### config.mk
export PLATFORM = sky130hd
export DESIGN_NAME = cbor_item_encoder_unit
export DESIGN_NICKNAME = d
export VERILOG_FILES = /design/src/hw/rtl/cbor_enc_pkg.sv /design/src/hw/rtl/cbor_enc_front.sv /design/src/hw/rtl/cbor_enc_queue.sv /design/src/hw/rtl/cbor_enc_back.sv /design/src/hw/rtl/cbor_item_encoder_unit.sv
export SDC_FILE = /design/constraint.sdc
export NUM_CORES = 1
export LEC_CHECK = 0
export ABC_CLOCK_PERIOD_IN_PS = 4400
export BUFFER_PORTS_ARGS = -buffer_cell sky130_fd_sc_hd__buf_2
export CAP_MARGIN = 0
export CORE_ASPECT_RATIO = 0.7
export CORE_UTILIZATION = 40
export DETAILED_ROUTE_END_ITERATION = 6
export GPL_ROUTABILITY_DRIVEN = 0
export PLACE_DENSITY_LB_ADDON = 0.25
export SLEW_MARGIN = 10
export SYNTH_ARGS = -nofsm -noshare
export SYNTH_HDL_FRONTEND = slang
export SYNTH_SLANG_ARGS = --single-unit
export TNS_END_PERCENT = 5
### constraint.sdc
create_clock -name clk -period 4.4 [get_ports clk]
set_clock_uncertainty 0.2 [all_clocks]
set_input_delay 0.88 -clock clk [delete_from_list [all_inputs] [get_ports clk]]
set_output_delay 0.88 -clock clk [all_outputs]
set_load 0.005 [all_outputs]
### src/hw/rtl/cbor_enc_pkg.sv
// Package for the CBOR item encoder: the operation codes, the CBOR head constants,
// the descriptor passed from the classifier to the serializer, and the
// shortest-head function. No dependencies.
`timescale 1ns / 1ps
`default_nettype none

package cbor_enc_pkg;

    typedef enum logic [3:0] {
        OP_INT     = 4'd0,
        OP_BYTES   = 4'd1,
        OP_TEXT    = 4'd2,
        OP_ARRAY   = 4'd3,
        OP_MAP     = 4'd4,
        OP_FALSE   = 4'd5,
        OP_TRUE    = 4'd6,
        OP_NULL    = 4'd7,
        OP_DOUBLE  = 4'd8,
        OP_PAYLOAD = 4'd9
    } op_t;

    localparam logic [7:0] MAJ_UINT     = 8'h00;
    localparam logic [7:0] MAJ_NINT     = 8'h20;
    localparam logic [7:0] MAJ_BYTES    = 8'h40;
    localparam logic [7:0] MAJ_TEXT     = 8'h60;
    localparam logic [7:0] MAJ_ARRAY    = 8'h80;
    localparam logic [7:0] MAJ_MAP      = 8'hA0;
    localparam logic [7:0] SIMPLE_FALSE = 8'hF4;
    localparam logic [7:0] SIMPLE_TRUE  = 8'hF5;
    localparam logic [7:0] SIMPLE_NULL  = 8'hF6;
    localparam logic [7:0] FLOAT64_HEAD = 8'hFB;
    localparam logic [7:0] IMM_MAX      = 8'h17;
    localparam logic [7:0] ARG1_CODE    = 8'h18;
    localparam logic [7:0] ARG2_CODE    = 8'h19;
    localparam logic [7:0] ARG4_CODE    = 8'h1A;
    localparam logic [7:0] ARG8_CODE    = 8'h1B;

    // Argument byte count after the initial byte: 0, 1, 2, 4 or 8.
    localparam int unsigned ARG_BYTES_MAX = 8;
    localparam int unsigned LEN_W         = 4;

    typedef logic [LEN_W-1:0] len_t;

    // One encoded item: initial byte plus up to eight big-endian argument bytes.
    typedef struct packed {
        logic [7:0]  head;
        logic [63:0] arg;
        len_t        len;
    } desc_t;

    function automatic desc_t cbor_head(input logic [7:0] major, input logic [63:0] val);
        desc_t d;
        d.arg = val;
        if (val <= 64'(IMM_MAX))
        begin
            d.head = major + val[7:0];
            d.len  = len_t'(0);
        end
        else if (val <= 64'h0000_0000_0000_00FF)
        begin
            d.head = major + ARG1_CODE;
            d.len  = len_t'(1);
        end
        else if (val <= 64'h0000_0000_0000_FFFF)
        begin
            d.head = major + ARG2_CODE;
            d.len  = len_t'(2);
        end
        else if (val <= 64'h0000_0000_FFFF_FFFF)
        begin
            d.head = major + ARG4_CODE;
            d.len  = len_t'(4);
        end
        else
        begin
            d.head = major + ARG8_CODE;
            d.len  = len_t'(ARG_BYTES_MAX);
        end
        return d;
    endfunction

endpackage

`default_nettype wire

### src/hw/rtl/cbor_enc_front.sv
// Front end of the CBOR item encoder: accepts input transactions and classifies
// each into a head/argument descriptor for the queue. Depends on cbor_enc_pkg.
`timescale 1ns / 1ps
`default_nettype none

module cbor_enc_front
    import cbor_enc_pkg::*;
(
    input  wire logic               item_valid,
    output logic                    item_stall,
    input  wire logic [3:0]         operation,
    input  wire logic signed [31:0] int_value,
    input  wire logic [63:0]        argument,
    input  wire logic               q_full,
    output logic                    q_push,
    output desc_t                   q_desc
);

    logic [31:0] mag;

    assign item_stall = q_full;
    assign q_push     = item_valid && !q_full;

    // Negative values encode -1 - v, which is the bitwise complement.
    assign mag = int_value[31] ? ~int_value : int_value;

    always_comb
    begin
        q_desc.arg = argument;
        q_desc.len = len_t'(0);
        unique case (operation)
            OP_INT:
            begin
                q_desc = cbor_head(int_value[31] ? MAJ_NINT : MAJ_UINT, {32'd0, mag});
            end
            OP_BYTES:   q_desc = cbor_head(MAJ_BYTES, argument);
            OP_TEXT:    q_desc = cbor_head(MAJ_TEXT, argument);
            OP_ARRAY:   q_desc = cbor_head(MAJ_ARRAY, argument);
            OP_MAP:     q_desc = cbor_head(MAJ_MAP, argument);
            OP_FALSE:   q_desc.head = SIMPLE_FALSE;
            OP_TRUE:    q_desc.head = SIMPLE_TRUE;
            OP_DOUBLE:
            begin
                q_desc.head = FLOAT64_HEAD;
                q_desc.len  = len_t'(ARG_BYTES_MAX);
            end
            OP_PAYLOAD: q_desc.head = argument[7:0];
            default:    q_desc.head = SIMPLE_NULL;
        endcase
    end

endmodule

`default_nettype wire

### src/hw/rtl/cbor_enc_queue.sv
// Short descriptor queue between the classifier and the serializer.
// Depends on cbor_enc_pkg for the descriptor type.
`timescale 1ns / 1ps
`default_nettype none

module cbor_enc_queue
    import cbor_enc_pkg::*;
#(
    parameter int unsigned DEPTH = 4
)
(
    input  wire logic  clk,
    input  wire logic  rst_n,
    input  wire logic  push,
    input  wire desc_t push_desc,
    output logic       full,
    input  wire logic  pop,
    output logic       head_valid,
    output desc_t      head_desc
);

    localparam int unsigned PTR_W = (DEPTH > 1) ? $clog2(DEPTH) : 1;
    localparam int unsigned CNT_W = $clog2(DEPTH + 1);

    desc_t              mem [DEPTH];
    logic [PTR_W-1:0]   wr_ptr_reg, wr_ptr_next;
    logic [PTR_W-1:0]   rd_ptr_reg, rd_ptr_next;
    logic [CNT_W-1:0]   count_reg, count_next;
    logic               do_pop;

    assign full       = (count_reg == CNT_W'(DEPTH));
    assign head_valid = (count_reg != '0);
    assign head_desc  = mem[rd_ptr_reg];
    assign do_pop     = pop && head_valid;

    always_comb
    begin
        wr_ptr_next = wr_ptr_reg;
        rd_ptr_next = rd_ptr_reg;
        count_next  = count_reg;
        if (push)
        begin
            wr_ptr_next = (wr_ptr_reg == PTR_W'(DEPTH - 1)) ? '0 : wr_ptr_reg + 1'b1;
        end
        if (do_pop)
        begin
            rd_ptr_next = (rd_ptr_reg == PTR_W'(DEPTH - 1)) ? '0 : rd_ptr_reg + 1'b1;
        end
        if (push && !do_pop)
        begin
            count_next = count_reg + 1'b1;
        end
        else if (do_pop && !push)
        begin
            count_next = count_reg - 1'b1;
        end
    end

    always_ff @(posedge clk or negedge rst_n)
    begin
        if (!rst_n)
        begin
            wr_ptr_reg <= '0;
            rd_ptr_reg <= '0;
            count_reg  <= '0;
        end
        else
        begin
            wr_ptr_reg <= wr_ptr_next;
            rd_ptr_reg <= rd_ptr_next;
            count_reg  <= count_next;
        end
    end

    always_ff @(posedge clk)
    begin
        if (push)
        begin
            mem[wr_ptr_reg] <= push_desc;
        end
    end

endmodule

`default_nettype wire

### src/hw/rtl/cbor_enc_back.sv
// Back end of the CBOR item encoder: walks the queue head byte by byte,
// initial byte first, then argument bytes big-endian, into an output register.
// Depends on cbor_enc_pkg.
`timescale 1ns / 1ps
`default_nettype none

module cbor_enc_back
    import cbor_enc_pkg::*;
(
    input  wire logic  clk,
    input  wire logic  rst_n,
    input  wire logic  q_valid,
    input  wire desc_t q_desc,
    output logic       q_pop,
    output logic       byte_valid,
    input  wire logic  byte_stall,
    output logic [7:0] out_byte,
    output logic       last
);

    len_t       idx_reg, idx_next;
    logic       valid_reg, valid_next;
    logic [7:0] byte_reg;
    logic       last_reg;
    logic       slot_free;
    logic       emit;
    logic       is_last;
    logic [2:0] pos;
    logic [7:0] cur_byte;

    assign slot_free = !valid_reg || !byte_stall;
    assign emit      = slot_free && q_valid;
    assign is_last   = (idx_reg == q_desc.len);
    assign q_pop     = emit && is_last;

    // Argument byte position from the least significant end.
    assign pos      = 3'(q_desc.len - idx_reg);
    assign cur_byte = (idx_reg == '0) ? q_desc.head : q_desc.arg[{pos, 3'b000} +: 8];

    always_comb
    begin
        idx_next   = idx_reg;
        valid_next = valid_reg;
        if (slot_free)
        begin
            valid_next = q_valid;
        end
        if (emit)
        begin
            idx_next = is_last ? '0 : idx_reg + 1'b1;
        end
    end

    always_ff @(posedge clk or negedge rst_n)
    begin
        if (!rst_n)
        begin
            idx_reg   <= '0;
            valid_reg <= 1'b0;
        end
        else
        begin
            idx_reg   <= idx_next;
            valid_reg <= valid_next;
        end
    end

    always_ff @(posedge clk)
    begin
        if (emit)
        begin
            byte_reg <= cur_byte;
            last_reg <= is_last;
        end
    end

    assign byte_valid = valid_reg;
    assign out_byte   = byte_reg;
    assign last       = last_reg;

    a_idx_in_range: assert property (@(posedge clk) disable iff (!rst_n)
        q_valid |-> (idx_reg <= q_desc.len))
        else $error("byte index beyond item length");

    a_idx_needs_item: assert property (@(posedge clk) disable iff (!rst_n)
        (idx_reg != '0) |-> q_valid)
        else $error("partial item without queue entry");

    a_idx_restart: assert property (@(posedge clk) disable iff (!rst_n)
        q_pop |=> (idx_reg == '0))
        else $error("byte index not cleared after last byte");

    a_last_pairs_pop: assert property (@(posedge clk) disable iff (!rst_n)
        emit |=> (valid_reg && (last_reg == $past(q_pop))))
        else $error("last flag does not match item completion");

endmodule

`default_nettype wire

### src/hw/rtl/cbor_item_encoder_unit.sv
// Top level of the CBOR item encoder: classifier, descriptor queue and byte
// serializer. Depends on cbor_enc_pkg, cbor_enc_front, cbor_enc_queue, cbor_enc_back.
`timescale 1ns / 1ps
`default_nettype none

// Channel   Direction  Handshake               Payload
// item      in         item_valid / item_stall operation, int_value, argument
// byte      out        byte_valid / byte_stall out_byte, last
//
// Each item yields 1, 2, 3, 5 or 9 bytes; the serializer emits one byte per cycle unless byte_stall holds it.
// An accepted item is written into the descriptor queue; its first byte is then loaded into the byte register.
// The item side stalls only while the descriptor queue (QUEUE_DEPTH entries) is full.
// The byte register reloads when it is empty or its transaction completes, and the queue holds an item.
// Asynchronous active-low reset empties the queue and the output register.

module cbor_item_encoder_unit
    import cbor_enc_pkg::*;
#(
    parameter int unsigned QUEUE_DEPTH = 4
)
(
    input  wire logic               clk,
    input  wire logic               rst_n,
    input  wire logic               item_valid,
    output logic                    item_stall,
    input  wire logic [3:0]         operation,
    input  wire logic signed [31:0] int_value,
    input  wire logic [63:0]        argument,
    output logic                    byte_valid,
    input  wire logic               byte_stall,
    output logic [7:0]              out_byte,
    output logic                    last
);

    // Front-to-queue and queue-to-back descriptor paths.
    desc_t push_desc;
    desc_t head_desc;
    logic  push;
    logic  full;
    logic  pop;
    logic  head_valid;

    // Classify each accepted transaction into head byte, argument and length.
    cbor_enc_front u_front (
        .item_valid (item_valid),
        .item_stall (item_stall),
        .operation  (operation),
        .int_value  (int_value),
        .argument   (argument),
        .q_full     (full),
        .q_push     (push),
        .q_desc     (push_desc)
    );

    // Hold pending descriptors so the two sides stall independently.
    cbor_enc_queue #(
        .DEPTH (QUEUE_DEPTH)
    ) u_queue (
        .clk        (clk),
        .rst_n      (rst_n),
        .push       (push),
        .push_desc  (push_desc),
        .full       (full),
        .pop        (pop),
        .head_valid (head_valid),
        .head_desc  (head_desc)
    );

    // Serialize the queue head, dropping it as its last byte is registered.
    cbor_enc_back u_back (
        .clk        (clk),
        .rst_n      (rst_n),
        .q_valid    (head_valid),
        .q_desc     (head_desc),
        .q_pop      (pop),
        .byte_valid (byte_valid),
        .byte_stall (byte_stall),
        .out_byte   (out_byte),
        .last       (last)
    );

endmodule

`default_nettype wire
==> results.yml, run 1 <==
timing:
  rsz0062_at_grt: "no"
  period_share_pct: 78.4
  slew_viol_final: 0
  finalHoldViolCount: 0
  setup_violations: 0
  fmax_mhz: 290
  setup-tns-final_ps: 0
  worst_slew_pin_slew_ps: 899
  slew_headroom_pct: 40.1
  hold_slack_ps: 287
  period_needed_ps: 3450
global_routing:
  grt_pass1_wl_mm: 49.5
  antenna_found_initial: 4
  overflow: 0
  grt_pass1_vias: 7723
  grt_use_total_pct: 17.8
  grt_max_degree: 93
drt:
  ant_nets: 0
  drt_wl_total_mm: 32.0
  dr.pass1.iters: 5
  dr_total_vias: 7870
  routed_via_density: 5.47
  wl_per_cell_um: 22.2
  drt_iter0_markers: 564
  drc_errors: 0
synthesis:
  ys_seq_area_share_pct: 67.6
  ys_types: 60
  synth-compound-area-share_pct: 3.91
  synth.avg_cell_area_um2: 17.3
  synthXorXnorAreaFrac_pct: 2.44
  synthMuxAreaShare_pct: 15.3
  yosysWarningCount: 0
  synth_edf_count: 313
  yosys.area_share.adder_pct: 1.67
  synth_fp_nets: 954
  synthArstFlopShare_pct: 3.69
  yosys.area_share.simple_pct: 7.04
  synth_top_family_by_area: "multiplexers"
  ys_ff_latch: 325
  syn_area_um2: 14400
  synth_ff_type: "edfxtp_1"
  synth_cells: 832
placement:
  portBuffers: 114
  dpl.hpwl_mm: 21.6
power:
  power.density_nw_per_um2: 671
  leakage_nw: 5.51
  ir_worst_vdd_mv: 0.476
clocking:
  tritoncts: "done"
  clk_pin_slew_ps: 60
  cts_max_level: 1
  cts.sinks: 325
  clk_latency_ps: 570
  numCtsBuffers: 31
  cts_buffer_depth: 3
  cts-root-buf: "clkbuf_16"
hold_path:
  hold_path_class: "flip-flop to flip-flop"
  holdPathStages: 1
  min_to: "u_queue.count_reg[2]$_DFFE_PN0P_"
  hold_start: "u_queue.count_reg[2]$_DFFE_PN0P_"
floorplan:
  fp.dieH_um: 160
  rows: 57
  die-width_um: 228
  ios: 115
  core-area_um2: 35000
  dieArea_um2: 36700
  start_util_pct: 41.0
setup_path:
  crit_arrival_ps: 3550
  endpoint_kind: "flip-flop"
  path_class: "flip-flop to flip-flop"
  r2r_cells: 8
  r2r-end: "u_back.out_byte[2]$_DFFE_PP_"
  worstReg2RegStart: "u_queue.rd_ptr_reg[0]$_DFFE_PN0P_"
  worstPathMaxFanout: 26
  start_kind: "flip-flop"
  r2r_slack_ps: 950
  required_ps: 4500
layout:
  fillers: 2965
  final_layout_size_suffix_gt1_share_pct: 28.5
  largest_reg_flops: 304
  antenna_cells: 0
  areaGrowthSynthToFinish_pct: 14.6
  layout.nets: 1071
outcome:
  status: "finished, final reports clean"
flow_run:
  max_cap_viol_count: 0
cells by family (layout without fill, tap and decap cells):
family / after synthesis / in the layout
flops: 325 / 325
simple gates: 193 / 193
mux: 104 / 104
compound gates: 89 / 89
buf+inv: 63 / 199
xor+xnor: 40 / 40
fa+ha+maj: 18 / 18
Yosys cell counts, types with 8 or more instances:
library cell | count | area [um^2]
dfrtp_1 | 12 | 300
ha_1 | 16 | 200
nand4_1 | 10 | 62.6
edfxtp_1 | 313 | 9400
o21ai_0 | 16 | 80.1
buf_2 | 10 | 50.1
nor4_1 | 15 | 93.8
nor2_1 | 42 | 158
mux4_2 | 92 | 2070
nand3_1 | 10 | 50.1
xnor2_1 | 33 | 289
a22oi_1 | 8 | 60.1
inv_1 | 17 | 63.8
a21oi_1 | 36 | 180
mux2i_1 | 10 | 100
nand2_1 | 45 | 169
clkbuf_1 | 24 | 90.1
nor2b_1 | 36 | 225
metal layers:
metal | GRT usage [%] | share of wire [%]
met1 | 28.2 | 49
met2 | 26.0 | 44
met3 | 3.04 | 5.7
met4 | 3.11 | 1.6
met5 | 0 | 0.034
repair_timing:
action	4_1_cts	5_1_grt
resized for setup	0	0
endpoints found under the hold margin	12	0
buffers inserted	0	0
hold buffers	1	0
endpoints found under the setup margin	0	0
stage by stage:
stage / total power [mW] / util, % / setup slack [ps] / area [um^2] / instances
floorplan: 7.24 / - / 201 / 14400 / 832
global placement: 8.58 / 44.2 / 820 / 15500 / 1387
detailed placement: 8.61 / 44.2 / 723 / 15500 / 1387
CTS: 11.2 / 47.0 / 955 / 16400 / 1440
global route: 11.6 / 47.0 / 812 / 16400 / 1440
finish: 11.0 / 47.0 / 950 / 16400 / 1440
power breakdown:
| group | total (mW) | internal, mW | switching (mW) |
|---|---|---|---|
| Combinational | 4.10 | 1.84 | 2.26 |
| Sequential | 4.38 | 4.20 | 0.184 |
| Clock | 2.55 | 1.45 | 1.10 |
critical path: stages (launching register included):
cell,delay [ps]
dfrtp_4,530
mux4_2,340
inv_1,40
ha_2,370
buf_4,380
mux4_2,400
mux4_2,480
a22oi_1,290
nand2_1,130
placed cells by master (no fill, tap or decap), types with 9 or more instances in the layout:
cell type / synthesis / routed
inv_1: 17 / 17
nor4_1: 15 / 14
nand4_1: 10 / 10
o21ai_0: 16 / 16
buf_2: 10 / 114
edfxtp_1: 313 / 313
mux2i_1: 10 / 10
xnor2_1: 33 / 33
nand3_1: 10 / 10
nand2_1: 45 / 45
dfrtp_1: 12 / 11
nor2_1: 42 / 42
mux4_2: 92 / 92
ha_1: 16 / 15
nor2b_1: 36 / 36
a21oi_1: 36 / 36
clkbuf_16: 0 / 31
buf_4: 0 / 9
layout make-up:
type | count | area (um^2) | share of cell area, %
clock inverters | 15 | 149 | 0.905
inverters | 17 | 63.8 | 0.388
multi-input cells | 444 | 4370 | 26.6
clock buffers | 37 | 798 | 4.85
repair buffers | 130 | 768 | 4.67
well taps | 472 | 591 | 3.59
flip-flops and latches | 325 | 9700 | 59.0
how the worst max path moves through the flow:
stage                                                 start                               end  cells past startpoint
after detailed placement                      int_value[31]      u_queue.mem[1][73]$_DFFE_PP_                      8
after global placement                        int_value[31]      u_queue.mem[3][73]$_DFFE_PP_                      8
final                     u_queue.rd_ptr_reg[0]$_DFFE_PN0P_      u_back.out_byte[2]$_DFFE_PP_                      8
after CTS                 u_queue.rd_ptr_reg[1]$_DFFE_PN0P_      u_back.out_byte[2]$_DFFE_PP_                      7
after global routing      u_queue.rd_ptr_reg[0]$_DFFE_PN0P_      u_back.out_byte[2]$_DFFE_PP_                      8
after floorplan           u_queue.rd_ptr_reg[1]$_DFFE_PN0P_  u_queue.count_reg[1]$_DFFE_PN0P_                     15
No activity file was read; power rests on OpenSTA's default activity.
==> run 2: changes to the inputs <==
--- a/config.mk
+++ b/config.mk
@@ -5,7 +5,7 @@
 export SDC_FILE = /design/constraint.sdc
 export NUM_CORES = 1
 export LEC_CHECK = 0
-export ABC_CLOCK_PERIOD_IN_PS = 4400
+export ABC_CLOCK_PERIOD_IN_PS = 3300
 export BUFFER_PORTS_ARGS = -buffer_cell sky130_fd_sc_hd__buf_2
 export CAP_MARGIN = 0
 export CORE_ASPECT_RATIO = 0.7
==> constraint.sdc (replaced) <==
create_clock -name clk -period 3.3 [get_ports clk]
set_clock_uncertainty 0.2 [all_clocks]
set_input_delay 0.66 -clock clk [delete_from_list [all_inputs] [get_ports clk]]
set_output_delay 0.66 -clock clk [all_outputs]
set_load 0.005 [all_outputs]
==> run 2 against run 1 <==
Against the previous run: count of clock-buffer cells in the layout rose by 1; die area did not move; clock power rose by 27%; via count rose by 2.5%; utilization rose by 0.99 points; critical path type unchanged; largest cell class unchanged; highest routed layer is now met4.
==> results.yml, run 2 (synthesized netlist as in run 1, its figures left out) <==
layout:
  layout.nets: 1105
  mostFrequentLayoutCell: "edfxtp_1"
  fillers: 2936
  fin_cells: 1474
  final_layout_size_suffix_gt1_share_pct: 31.2
  layout_common_cells: "edfxtp_1 (313), buf_2 (114), mux4_2 (92)"
  antenna_cells: 0
  areaGrowthSynthToFinish_pct: 17.0
  largest_reg_flops: 304
clocking:
  cts_max_level: 1
  clk_latency_ps: 560
  tritoncts: "done"
  cts.sinks: 325
  numCtsBuffers: 30
  clk_pin_slew_ps: 60
  cts-root-buf: "clkbuf_16"
  cts_buffer_depth: 3
placement:
  post-place-cells: 1422
  portBuffers: 114
  place_ws_ps: 89.0
  dpl.hpwl_mm: 23.5
setup_path:
  crit_arrival_ps: 3280
  r2r_cells: 9
  cpLargestDelayFamily: "multiplexers"
  worstReg2RegStart: "u_queue.rd_ptr_reg[0]$_DFFE_PN0P_"
  crit_slowest_cell: "fa_1"
  path_class: "flip-flop to flip-flop"
  required_ps: 3400
  crit_path_cell_trace: "mux4_2 -> inv_2 -> ha_4 -> inv_1 -> fa_1 -> buf_12 -> mux4_2 -> a22oi_1 -> nand2_1"
  crit_buf_inv: 3
  start_kind: "flip-flop"
  endpoint_kind: "flip-flop"
  r2r-end: "u_back.out_byte[2]$_DFFE_PP_"
  worstPathMaxFanout: 16
  max_stage_delay_ps: 530
  r2r_slack_ps: 120
  cp_common_cell: "mux4_2"
timing:
  setup_violations: 0
  worst_slew_pin_slew_ps: 655
  slew_viol_final: 0
  timing.final.ws_setup_ps: 119
  period_needed_ps: 3180
  finalHoldViolCount: 0
  rsz0062_at_grt: "no"
  setup-tns-final_ps: 0
  period_share_pct: 96.4
  slew_headroom_pct: 55.8
  fmax_mhz: 314
flow_run:
  max_cap_viol_count: 0
floorplan:
  die-width_um: 228
  core-area_um2: 35000
  ios: 115
  start_util_pct: 41.0
  rows: 57
  dieArea_um2: 36700
  fp.dieH_um: 160
power:
  leakage_nw: 5.69
  ir_worst_vdd_mv: 0.625
  power.density_nw_per_um2: 881
drt:
  drt_iter0_markers: 777
  drt_wl_total_mm: 33.7
  dr_total_vias: 8065
  routed_via_density: 5.47
  dr.pass1.iters: 6
  wl_per_cell_um: 22.9
  drc_errors: 0
  ant_nets: 0
global_routing:
  grt_pass1_wl_mm: 51.4
  busiest_layer: "met1"
  grt_use_total_pct: 18.6
  antenna_found_initial: 0
  overflow: 0
  grtUsageMet1_pct: 29.2
  grtUsageMet3_pct: 3.62
  gr-usage-met2_pct: 27.1
  grt_pass1_vias: 8026
  grt_max_degree: 61
hold_path:
  hold_start: "byte_stall"
  holdPathStages: 3
  hold_path_class: "input pin to flip-flop"
  min_to: "u_back.byte_valid$_DFFE_PN0N_"
outcome:
  status: "finished, final reports clean"
==> run 2: cell types whose count changed in the layout (fill, tap and decap cells not counted), sizes merged <==
cell      change
clkinvlp      +2
clkbuf        +1
clkinv        -3
bufinv        -2
buf          +35
inv           +1
==> run 2: layout make-up <==
class,instances,area [um^2],area share (%)
clock buffers,38,802,4.78
clock inverters,13,96.3,0.574
inverters,17,63.8,0.380
multi-input cells,444,4410,26.2
flip-flops and latches,325,9700,57.8
well taps,472,591,3.52
repair buffers,165,1130,6.74
==> run 2: worst max-delay path by stage <==
stage / to / slack [ps] / cells after the start / start
after floorplan: u_queue.mem[1][0]$_DFFE_PP_ / -200 / 3 / item_valid
after global placement: u_queue.mem[3][69]$_DFFE_PP_ / 40 / 10 / argument[47]
after detailed placement: u_queue.mem[2][69]$_DFFE_PP_ / 90 / 10 / argument[47]
after CTS: u_back.out_byte[2]$_DFFE_PP_ / 110 / 8 / u_queue.rd_ptr_reg[0]$_DFFE_PN0P_
after global routing: u_back.out_byte[1]$_DFFE_PP_ / 0.8 / 6 / u_queue.rd_ptr_reg[0]$_DFFE_PN0P_
final: u_back.out_byte[2]$_DFFE_PP_ / 120 / 9 / u_queue.rd_ptr_reg[0]$_DFFE_PN0P_
==> run 2: worst min-delay path, stage by stage <==
cell and delay (ps):
buf_2 90, nand2_1 40, nand2_1 40
==> run 2: layer usage <==
metal / vias up / part of all wire [%]
met3: 39 / 6.9
met1: 4117 / 48
met5: - / 0
met4: 0 / 1.5
met2: 294 / 44
li1: 3615 / -
==> run 2: per-stage QoR <==
step                      power (mW)  util, %  hold slack, ps  cell area (um^2)
after detailed placement        11.7     45.4             271             15900
after global routing            15.6     48.0             111             16800
after CTS                       15.0     48.0            84.4             16800
final                           14.8     48.0             111             16800
after global placement          11.7     45.4             274             15900
after floorplan                 9.91        -             164             14500
==> run 2: power breakdown <==
group	switching, mW	internal, mW
Sequential	0.311	5.59
Combinational	2.89	2.76
Clock	1.45	1.79
Total	4.65	10.1
==> run 2: what timing repair did <==
action / 4_1_cts / 5_1_grt
endpoints found under the hold margin: 12 / 0
resized for setup: 0 / 1
endpoints found under the setup margin: 0 / 7
setup buffers: 0 / 0
hold buffers: 1 / 0
==> run 3: changes to the inputs <==
==> constraint.sdc (replaced) <==
create_clock -name clk -period 3.3 [get_ports clk]
set_clock_uncertainty 0.2 [all_clocks]
set_input_delay 0.66 -clock clk [delete_from_list [all_inputs] [get_ports clk]]
set_output_delay 0.66 -clock clk [all_outputs]
set_load 0.05 [all_outputs]
==> run 3 against run 2 <==
Against the previous run: combinational power is 11% higher; worst hold slack better by 6.5 ps; die area stayed put; critical endpoint is now u_back.out_byte[1]$_DFFE_PP_; wire length is 2.1% lower; sequential share of layout area hardly changed; non-clock buffer count is 2 higher; fmax is 0.32% higher; critical path type unchanged; global-route usage is 0.61 points lower.
==> results.yml, run 3 (synthesized netlist as in run 1, its figures left out) <==
timing:
  fmax_mhz: 315
  slew_viol_final: 0
  setup-tns-final_ps: 0
  hold_slack_ps: 117
  rsz0062_at_grt: "no"
  period_share_pct: 96.1
  worst_slew_pin_slew_ps: 742
  setup_violations: 0
  finalHoldViolCount: 0
  period_needed_ps: 3170
  slew_headroom_pct: 50.1
setup_path:
  crit_buf_inv: 3
  crit_slowest_cell: "mux4_2"
  crit_path_cell_trace: "mux4_2 -> inv_2 -> ha_4 -> buf_4 -> buf_4 -> mux4_2 -> mux4_2 -> a22oi_1 -> nand2_1"
  worstPathMaxFanout: 10
  required_ps: 3410
  worstReg2RegStart: "u_queue.rd_ptr_reg[0]$_DFFE_PN0P_"
  crit_arrival_ps: 3280
  path_class: "flip-flop to flip-flop"
  endpoint_kind: "flip-flop"
  crit_start: "u_queue.rd_ptr_reg[0]$_DFFE_PN0P_"
  cp_common_cell: "mux4_2"
  cpLargestDelayFamily: "multiplexers"
  max_stage_delay_ps: 560
  start_kind: "flip-flop"
hold_path:
  hold_path_class: "input pin to flip-flop"
  hold_start: "byte_stall"
drt:
  drt_wl_total_mm: 33.0
  drc_errors: 0
  drt_iter0_markers: 771
  ant_nets: 0
  dr_total_vias: 8062
  wl_per_cell_um: 22.3
  dr.pass1.iters: 6
  routed_via_density: 5.44
clocking:
  cts_buffer_depth: 3
  cts.sinks: 325
  cts_max_level: 1
  numCtsBuffers: 31
  tritoncts: "done"
  cts-root-buf: "clkbuf_16"
  clk_latency_ps: 560
  clk_pin_slew_ps: 60
layout:
  fillers: 2940
  layout.nets: 1108
  fin_cells: 1481
  mostFrequentLayoutCell: "edfxtp_1"
  final_layout_size_suffix_gt1_share_pct: 31.4
  antenna_cells: 0
  largest_reg_flops: 304
  layout_common_cells: "edfxtp_1 (313), buf_2 (114), mux4_2 (92)"
  finish.utilization_pct: 47.9
  areaGrowthSynthToFinish_pct: 16.9
floorplan:
  rows: 57
  fp.dieH_um: 160
  start_util_pct: 41.0
  dieArea_um2: 36700
  die-width_um: 228
  core-area_um2: 35000
  ios: 115
global_routing:
  overflow: 0
  grt_max_degree: 82
  grt_use_total_pct: 18.0
  grt_pass1_wl_mm: 49.5
  grt_pass1_vias: 7831
  antenna_found_initial: 0
power:
  power.share.clock_pct: 21.2
  total_power_mw: 15.4
  p_seq_share_pct: 38.1
  comb_power_share_pct: 40.7
  power_switching_mw: 5.07
  p_int_mw: 10.3
  p_sw_share_pct: 32.9
  power.density_nw_per_um2: 916
  leakage_nw: 5.70
  ir_worst_vdd_mv: 0.601
placement:
  dpl.hpwl_mm: 22.6
  post-place-cells: 1420
  portBuffers: 114
flow_run:
  max_cap_viol_count: 0
outcome:
  status: "finished, final reports clean"
run 3: final cells by class:
cell class | count | area (um^2) | area share [%]
clock buffer | 38 | 802 | 4.78
multi-input combinational | 444 | 4410 | 26.3
timing repair buffer | 167 | 1100 | 6.55
tap | 472 | 591 | 3.52
inverter | 17 | 63.8 | 0.380
sequential | 325 | 9700 | 57.8
clock inverter | 18 | 113 | 0.671
run 3: metal layers:
| metal | vias up | GRT usage, % | share of wire, % |
|---|---|---|---|
| li1 | 3628 | - | - |
| met1 | 4108 | 28.1 | 48 |
| met2 | 288 | 26.0 | 43 |
| met3 | 38 | 3.73 | 7.1 |
| met4 | 0 | 3.66 | 1.8 |
| met5 | - | 0 | 0 |
run 3: power by group through the flow:
stage | clock [mW] | combinational, mW | sequential (mW)
floorplan | 0 | 4.05 | 6.09
global placement | 0 | 6.18 | 5.94
detailed placement | 0 | 6.23 | 5.95
CTS | 3.32 | 6.25 | 5.87
global route | 3.48 | 6.68 | 5.93
finish | 3.26 | 6.26 | 5.86
run 3: path summary, 6_finish.rpt:
kind | slack (ps) | endpoint | depth (start not counted)
max | 130 | u_back.out_byte[1]$_DFFE_PP_ | 9
min | 120 | u_back.byte_valid$_DFFE_PN0N_ | 3
max reg2reg | 130 | u_back.out_byte[1]$_DFFE_PP_ | 9
min reg2reg | 290 | u_queue.count_reg[2]$_DFFE_PN0P_ | 1
max in group asynchronous | 2280 | u_queue.rd_ptr_reg[0]$_DFFE_PN0P_ | 2
min in group asynchronous | 340 | u_queue.rd_ptr_reg[0]$_DFFE_PN0P_ | 2
run 3: per-stage QoR:
stage / worst slack, ps / cell area, um^2
finish: 129 / 16800
detailed placement: -69.5 / 15800
CTS: 64.0 / 16700
global route: 29.6 / 16800
global placement: -65.0 / 15800
floorplan: -201 / 14500
run 3: tightest hold or removal path, delay by kind of cell:
kind                   cells  cell delay, ps
and+or+nand+nor            2              90
buffers and inverters      1              90
run 3: timing repair:
action	CTS	global route
hold buffers	1	0
gates resized for setup	0	1
setup buffers	0	4
hold endpoints to repair	12	0
endpoints found under the setup margin	0	3
